**src/rtl/psched_pkg.sv**
```systemverilog
`timescale 1ns / 1ps

package psched_pkg;

    // Table geometry and field widths.
    localparam int SLOTS           = 16;
    localparam int SLOT_BITS       = $clog2(SLOTS);
    localparam int SLOT_FIELD_BITS = 4;
    localparam int TIME_BITS       = 16;
    localparam int URG_BITS        = 8;

    // Packed stream widths, rounded up to whole bytes.
    localparam int IN_DATA_BITS  = SLOT_FIELD_BITS + 2 * TIME_BITS + URG_BITS;
    localparam int IN_TDATA_W    = ((IN_DATA_BITS + 7) / 8) * 8;
    localparam int OUT_DATA_BITS = SLOT_FIELD_BITS + 1 + 4 * TIME_BITS;
    localparam int OUT_TDATA_W   = ((OUT_DATA_BITS + 7) / 8) * 8;

    localparam logic [TIME_BITS-1:0] TIME_MAX = {TIME_BITS{1'b1}};

    // Item kinds carried on the input tuser.
    localparam logic MODE_LOAD = 1'b0;
    localparam logic MODE_TICK = 1'b1;

    // Sequencer states.
    typedef enum logic [2:0] {
        ST_IDLE = 3'b001,
        ST_SCAN = 3'b010,
        ST_EXEC = 3'b100
    } state_t;

    // Time step that holds at the maximum.
    function automatic logic [TIME_BITS-1:0] time_inc(input logic [TIME_BITS-1:0] t);
        logic [TIME_BITS-1:0] r;
        r = (t == TIME_MAX) ? TIME_MAX : t + 1'b1;
        return r;
    endfunction

endpackage

```
**src/rtl/preemptive_priority_scheduler_top.sv**
```systemverilog
`timescale 1ns / 1ps

// Preemptive priority scheduler over a table of sixteen task slots. A load
// transfer (tuser = 0) writes one slot's arrival, burst and urgency and
// returns a registered idle result. A tick transfer (tuser = 1) scans
// the slots one per cycle through a single compare unit to find the ready
// task with the lowest urgency (ties to earlier arrival, then lower slot),
// then, in the exec state, runs it for one time unit and forms its
// response, turnaround and waiting times (the last two once it finishes),
// or an idle result if none is ready. A tick holds off the input through
// the scan and exec states. The input is ready only while the sequencer
// is idle and the output register is free or being emptied. The time
// counter holds at its maximum value.
module preemptive_priority_scheduler_top
    import psched_pkg::*;
(
    input  logic                   clk,
    input  logic                   rst_n,
    input  logic                   s_tvalid,
    output logic                   s_tready,
    // Fields from bit 0: slot[3:0], arrival[19:4], burst[35:20], urgency[43:36].
    input  logic [IN_TDATA_W-1:0]  s_tdata,
    // Fields: mode (0 load, 1 tick).
    input  logic                   s_tuser,
    output logic                   m_tvalid,
    input  logic                   m_tready,
    // Fields from bit 0: running_slot[3:0], finished[4], tick_time[20:5],
    // response_time[36:21], turnaround_time[52:37], waiting_time[68:53].
    output logic [OUT_TDATA_W-1:0] m_tdata,
    // Fields: idle.
    output logic                   m_tuser
);

    // Input field unpacking.
    logic [SLOT_FIELD_BITS-1:0] in_slot;
    logic [TIME_BITS-1:0]       in_arrival;
    logic [TIME_BITS-1:0]       in_burst;
    logic [URG_BITS-1:0]        in_urgency;

    assign in_slot    = s_tdata[SLOT_FIELD_BITS-1:0];
    assign in_arrival = s_tdata[SLOT_FIELD_BITS +: TIME_BITS];
    assign in_burst   = s_tdata[SLOT_FIELD_BITS + TIME_BITS +: TIME_BITS];
    assign in_urgency = s_tdata[SLOT_FIELD_BITS + 2 * TIME_BITS +: URG_BITS];

    // Task tables.
    logic [TIME_BITS-1:0] arrival_reg   [SLOTS];
    logic [TIME_BITS-1:0] burst_reg     [SLOTS];
    logic [URG_BITS-1:0]  urgency_reg   [SLOTS];
    logic [TIME_BITS-1:0] remaining_reg [SLOTS];
    logic [TIME_BITS-1:0] start_reg     [SLOTS];
    logic [SLOTS-1:0]     valid_reg;
    logic [SLOTS-1:0]     started_reg;

    // Sequencer and scan state.
    state_t               state_reg, state_next;
    logic [TIME_BITS-1:0] now_reg;
    logic [SLOT_BITS-1:0] scan_idx_reg;
    logic                 found_reg;
    logic [SLOT_BITS-1:0] best_idx_reg;
    logic [URG_BITS-1:0]  best_urg_reg;
    logic [TIME_BITS-1:0] best_arr_reg;

    // Output register.
    logic                       out_valid_reg;
    logic                       out_idle_reg;
    logic [SLOT_FIELD_BITS-1:0] out_slot_reg;
    logic                       out_fin_reg;
    logic [TIME_BITS-1:0]       out_tick_reg;
    logic [TIME_BITS-1:0]       out_resp_reg;
    logic [TIME_BITS-1:0]       out_tat_reg;
    logic [TIME_BITS-1:0]       out_wt_reg;

    // Handshakes.
    logic out_free;
    logic in_fire;
    logic load_fire;
    logic load_in_range;
    logic [SLOT_BITS-1:0] wr_idx;

    assign out_free      = !out_valid_reg || m_tready;
    assign s_tready      = (state_reg == ST_IDLE) && out_free;
    assign in_fire       = s_tvalid && s_tready;
    assign load_fire     = in_fire && (s_tuser == MODE_LOAD);
    assign load_in_range = (32'(in_slot) < SLOTS);
    assign wr_idx        = SLOT_BITS'(in_slot);

    // Single table read port: the scan slot while scanning, else the pick.
    logic [SLOT_BITS-1:0] rd_idx;
    logic [TIME_BITS-1:0] rd_arr;
    logic [TIME_BITS-1:0] rd_burst;
    logic [URG_BITS-1:0]  rd_urg;
    logic [TIME_BITS-1:0] rd_rem;
    logic [TIME_BITS-1:0] rd_start;
    logic                 rd_valid;
    logic                 rd_started;

    assign rd_idx     = (state_reg == ST_SCAN) ? scan_idx_reg : best_idx_reg;
    assign rd_arr     = arrival_reg[rd_idx];
    assign rd_burst   = burst_reg[rd_idx];
    assign rd_urg     = urgency_reg[rd_idx];
    assign rd_rem     = remaining_reg[rd_idx];
    assign rd_start   = start_reg[rd_idx];
    assign rd_valid   = valid_reg[rd_idx];
    assign rd_started = started_reg[rd_idx];

    // Shared compare unit: is the scanned slot ready and better than the best so far.
    logic eligible;
    logic better;

    assign eligible = rd_valid && (rd_rem != '0) && (rd_arr <= now_reg);
    assign better   = !found_reg || (rd_urg < best_urg_reg) ||
                      ((rd_urg == best_urg_reg) && (rd_arr < best_arr_reg));

    // Run arithmetic for the picked slot.
    logic [TIME_BITS-1:0] run_start;
    logic [TIME_BITS-1:0] run_resp;
    logic [TIME_BITS-1:0] run_rem;
    logic                 run_fin;
    logic [TIME_BITS-1:0] run_ct;
    logic [TIME_BITS-1:0] run_tat;
    logic [TIME_BITS-1:0] run_wt;

    assign run_start = rd_started ? rd_start : now_reg;
    assign run_resp  = run_start - rd_arr;
    assign run_rem   = rd_rem - 1'b1;
    assign run_fin   = (run_rem == '0);
    assign run_ct    = time_inc(now_reg);
    assign run_tat   = run_ct - rd_arr;
    assign run_wt    = (run_tat >= rd_burst) ? run_tat - rd_burst : '0;

    // Sequencer transitions.
    always_comb
    begin
        state_next = state_reg;
        case (state_reg)
            ST_IDLE:
            begin
                if (in_fire && (s_tuser == MODE_TICK))
                begin
                    state_next = ST_SCAN;
                end
            end
            ST_SCAN:
            begin
                if (scan_idx_reg == SLOT_BITS'(SLOTS - 1))
                begin
                    state_next = ST_EXEC;
                end
            end
            ST_EXEC:
            begin
                state_next = ST_IDLE;
            end
            default:
            begin
                state_next = ST_IDLE;
            end
        endcase
    end

    // Control registers.
    always_ff @(posedge clk or negedge rst_n)
    begin
        if (!rst_n)
        begin
            state_reg     <= ST_IDLE;
            now_reg       <= '0;
            scan_idx_reg  <= '0;
            found_reg     <= 1'b0;
            valid_reg     <= '0;
            started_reg   <= '0;
            out_valid_reg <= 1'b0;
        end
        else
        begin
            state_reg <= state_next;

            // The result register fills on a load or at the end of a tick
            // and empties on an output transfer.
            if (load_fire || (state_reg == ST_EXEC))
            begin
                out_valid_reg <= 1'b1;
            end
            else if (m_tready)
            begin
                out_valid_reg <= 1'b0;
            end

            case (state_reg)
                ST_IDLE:
                begin
                    scan_idx_reg <= '0;
                    found_reg    <= 1'b0;
                    if (load_fire && load_in_range)
                    begin
                        valid_reg[wr_idx]   <= 1'b1;
                        started_reg[wr_idx] <= 1'b0;
                    end
                end
                ST_SCAN:
                begin
                    scan_idx_reg <= scan_idx_reg + 1'b1;
                    if (eligible && better)
                    begin
                        found_reg <= 1'b1;
                    end
                end
                ST_EXEC:
                begin
                    now_reg <= time_inc(now_reg);
                    if (found_reg)
                    begin
                        started_reg[best_idx_reg] <= 1'b1;
                    end
                end
                default:
                begin
                    scan_idx_reg <= '0;
                end
            endcase
        end
    end

    // Tables, best candidate and result payload.
    always_ff @(posedge clk)
    begin
        if (load_fire)
        begin
            out_idle_reg <= 1'b1;
            out_slot_reg <= '0;
            out_fin_reg  <= 1'b0;
            out_tick_reg <= '0;
            out_resp_reg <= '0;
            out_tat_reg  <= '0;
            out_wt_reg   <= '0;
            if (load_in_range)
            begin
                arrival_reg[wr_idx]   <= in_arrival;
                burst_reg[wr_idx]     <= in_burst;
                urgency_reg[wr_idx]   <= in_urgency;
                remaining_reg[wr_idx] <= in_burst;
            end
        end

        if ((state_reg == ST_SCAN) && eligible && better)
        begin
            best_idx_reg <= scan_idx_reg;
            best_urg_reg <= rd_urg;
            best_arr_reg <= rd_arr;
        end

        if (state_reg == ST_EXEC)
        begin
            out_tick_reg <= now_reg;
            if (found_reg)
            begin
                out_idle_reg <= 1'b0;
                out_slot_reg <= SLOT_FIELD_BITS'(best_idx_reg);
                out_fin_reg  <= run_fin;
                out_resp_reg <= run_resp;
                out_tat_reg  <= run_fin ? run_tat : '0;
                out_wt_reg   <= run_fin ? run_wt : '0;
                remaining_reg[best_idx_reg] <= run_rem;
                if (!rd_started)
                begin
                    start_reg[best_idx_reg] <= now_reg;
                end
            end
            else
            begin
                out_idle_reg <= 1'b1;
                out_slot_reg <= '0;
                out_fin_reg  <= 1'b0;
                out_resp_reg <= '0;
                out_tat_reg  <= '0;
                out_wt_reg   <= '0;
            end
        end
    end

    // Output packing.
    assign m_tvalid = out_valid_reg;
    assign m_tuser  = out_idle_reg;
    assign m_tdata  = OUT_TDATA_W'({out_wt_reg, out_tat_reg, out_resp_reg,
                                    out_tick_reg, out_fin_reg, out_slot_reg});

endmodule
```
**config.mk**
```make
export PLATFORM = sky130hd
export DESIGN_NAME = preemptive_priority_scheduler_top
export DESIGN_NICKNAME = d
export VERILOG_FILES = /design/src/rtl/psched_pkg.sv /design/src/rtl/preemptive_priority_scheduler_top.sv
export SDC_FILE = /design/constraint.sdc
export NUM_CORES = 2
export LEC_CHECK = 0
export ABC_AREA = 1
export BUFFER_PORTS_ARGS = -buffer_cell sky130_fd_sc_hd__clkbuf_2
export CAP_MARGIN = 0
export CORE_ASPECT_RATIO = 1.1
export CORE_UTILIZATION = 57
export CTS_CLUSTER_DIAMETER = 30
export DETAILED_ROUTE_END_ITERATION = 8
export PLACE_DENSITY = 0.76
export SLEW_MARGIN = 20
export SYNTH_ARGS = -nofsm -noshare
export SYNTH_HDL_FRONTEND = slang
export SYNTH_SLANG_ARGS = --single-unit
```
**constraint.sdc**
```tcl
create_clock -name clk -period 5.55 [get_ports clk]
set_input_delay 1.11 -clock clk [delete_from_list [all_inputs] [get_ports clk]]
set_output_delay 1.11 -clock clk [all_outputs]
set_load 0.02 [all_outputs]
```
==> impl_metrics.csv <==
group,metric,value,unit
clock_network,clk_pin_slew,0.05,ns
worst_setup_path,crit_cells,32,
grt,overflow,0,
timing,max_freq,0.1842,GHz
power_and_ir_drop,power,26500,uW
synth,yosysSeqAreaShare,0.6948,
worst_setup_path,critPathRequiredTime,6.20,ns
drt,routed_wl,155800,um
placed_design,port_buffers,120,
synth,synth_edf_count,1250,
timing,post-route-period-util,0.9784,
final_layout,fin_nets,5144,
drt,dr.pass1.iters,9,
timing,report.final.slew_viol_count,0,
power_and_ir_drop,ir_drop,350.8,uV
clock_network,htree_levels,4,
final_layout,final_cells,6470,
outcome,violations,"design-rule violations",
worst_hold_path,hold_path_class,"flop to flop",
worst_setup_path,worstSetupPathType,"flop to flop",
die,rows,120,
placed_design,dpl_cell_area,59410,um^2
synth,ys_types,56,
timing,worst-slew-pin-transition,1.042,ns
drt,drtIter0Drc,5109,
placed_design,placed_cells,6039,
synth,syn_inst,4657,
grt,grt_pass1_wl,226100,um
timing,setup_viol,0,
die,die-area,99640,um^2
timing,fin_skew,0.03998,ns
timing,setup_tns,0,ns
timing,finalCriticalPeriod,5.430,ns
drt,vias,39800,
die,start_util,0.5755,
grt,grt_pass1_vias,38370,
worst_setup_path,critPathTopFamily,"simple AND/OR/NAND/NOR gates",
worst_setup_path,r2r-start,"state_reg[0]",
worst_setup_path,setup.worst_path.end,"out_wt_reg[2]",
worst_setup_path,crit_start,"state_reg[0]",
drt,drc_errors,12,
worst_setup_path,cpMostUsedCell,"buf_4",
worst_setup_path,rr_worst_depth,32,
worst_setup_path,slowest_stage,"dfstp_2",
drt,viasPerCell,6.152,
die,die_h,331.0,um
synth,synth_ff_type,"edfxtp_1",
die,num_io_pins,128,
worst_setup_path,cp_max_fo,16,
clock_network,cts_tree,"done",
power_and_ir_drop,leakagePower,0.02492,uW
grt,grt_usage,0.3056,
synth,synth_seq_cells,1307,
final_layout,area_delta_synth_final,20.36,%
grt,grt_max_degree,162,
clock_network,cts_buffer_depth,3,
clock_network,clockRootBuffer,"clkbuf_16",
synth,ys_top_cells_by_count,"1,250 x edfxtp_1, 789 x nand2_1, 410 x o21ai_0, 404 x nor2_1, 368 x nand3_1",
synth,async_flop_share,0.04361,
worst_setup_path,cp_num_buf_inv,7,
die,die_w,301.1,um
worst_setup_path,slowest_delay,0.55,ns
synth,synth_top_area_cell,"edfxtp_1",
timing,fin_ws,0.1199,ns
synth,yosys-top-cells-area,"edfxtp_1 67%, nand2_1 5.3%, o21ai_0 3.7%",
job,max_cap_violations,0,
grt,antenna_found_initial,9,
worst_setup_path,crit_path_end_kind,"flop",
timing,finalHoldViolCount,0,
drt,postRouteAntennaNets,0,
worst_setup_path,r2r_setup_slack,0.12,ns
placed_design,dp_slack,-0.08050,ns
outcome,status,"finished with violations",
final_layout,fin_area,67500,um^2
clock_network,clock_latency,0.80,ns
final_layout,drive_gt1_frac,0.1752,
worst_setup_path,start_kind,"flop",
worst_setup_path,reg2reg_to,"out_wt_reg[2]",
synth,synthDominantCellAreaShare,0.6694,
die,core,97440,um^2
synth,yosysWarnings,0,
worst_setup_path,cp.arrival,6.08,ns
clock_network,cts_num_sinks,1307,
clock_network,cts_made_buffers,208,
timing,relSlewSlack,0.3053,
power_and_ir_drop,powerDensity,392.6,nW/um^2
synth,syn_area_per_cell,12.04,um^2
synth,yosysMostFrequentCell,"edfxtp_1",
placed_design,gp_congestion,0.9403,
drt,wl_per_cell,24.08,um
placed_design,dp_hpwl,85880,um
synth,syn_area,56080,um^2
-- layout make-up --
class	instances	area, um^2
diodes	5	12.51
fillers	6157	29950
clock buffers	232	5348
repair inverters	2	36.28
repair buffers	400	3302
flip-flops and latches	1307	38960
well taps	1281	1603
clock inverters	162	1992
multi-input cells	2762	15010
inverters	319	1234
-- per-layer routing --
metal	global-route usage	vias up	wire (um)
met5	0	-	63
met4	0.1895	10	9913
met3	0.05346	515	16520
met2	0.4956	2516	74680
met1	0.3849	19180	54620
li1	-	17580	-
-- per-stage QoR --
stage | hold WS [ns] | utilization
final | 0.4509 | 0.6927
after global routing | 0.4772 | 0.6926
after CTS | 0.4497 | 0.6856
after detailed placement | 0.4401 | 0.6097
after global placement | 0.4349 | 0.6097
after floorplan | 0.4215 | -
-- placed cells by master, fill, tap and decap left out, types with 24 or more instances in the layout --
cell type / n
clkbuf_16: 216
inv_6: 32
nor2_4: 24
a32o_1: 37
buf_4: 233
nor2_2: 31
a21oi_1: 127
inv_1: 293
nor2_1: 368
clkbuf_2: 120
edfxtp_1: 1250
nand3_1: 366
clkinv_2: 29
ha_1: 82
clkinv_1: 25
o221ai_1: 80
o22ai_1: 71
dfrtp_1: 56
bufinv_16: 29
buf_12: 26
nand3b_1: 61
nand2_1: 781
o211ai_1: 110
o21ai_0: 393
-- cells by family after synthesis --
logic type / count (synthesis) / synth area share
mux: 9 / 0.001607
flops: 1307 / 0.6948
xor+xnor: 36 / 0.005623
buf+inv: 592 / 0.04487
simple gates: 1720 / 0.1340
other cells: 1 / 0.00006687
fa+ha+maj: 91 / 0.02071
compound gates: 901 / 0.09833
-- worst register-to-register path: cells and delay by family (launching register included) --
kind / cells / cell delay, ns
adders and majority gates: 2 / 0.51
AOI/OAI and AO/OA: 8 / 1.13
xor gates and xnor gates: 1 / 0.19
buffers and inverters: 7 / 1.13
and+or+nand+nor: 14 / 1.79
DFF: 1 / 0.55
-- where the power goes --
part           switching, uW  internal (uW)
Sequential              44.3          10900
Clock                   4890           8430
Combinational           1460            749
Total                   6400          20100
-- repair_timing --
| item | 4_1_cts | 5_1_grt |
|---|---|---|
| hold buffers | 0 | 0 |
| gates resized for setup | 5 | 73 |
| gates cloned | 2 | 9 |
| pin swaps | 1 | 28 |
| hold endpoints to repair | 0 | 0 |
| setup buffers | 0 | 21 |
| setup endpoints to repair | 16 | 21 |
-- how the worst min path moves through the flow --
| stage | start | endpoint | slack [ns] | depth (start not counted) |
|---|---|---|---|---|
| floorplan | valid_reg[12] | valid_reg[12] | 0.42 | 2 |
| global placement | valid_reg[4] | valid_reg[4] | 0.43 | 2 |
| detailed placement | valid_reg[0] | valid_reg[0] | 0.44 | 2 |
| CTS | valid_reg[0] | valid_reg[0] | 0.45 | 2 |
| global route | valid_reg[0] | valid_reg[0] | 0.48 | 2 |
| finish | valid_reg[0] | valid_reg[0] | 0.45 | 2 |
Power figures use the tool's default switching activity.
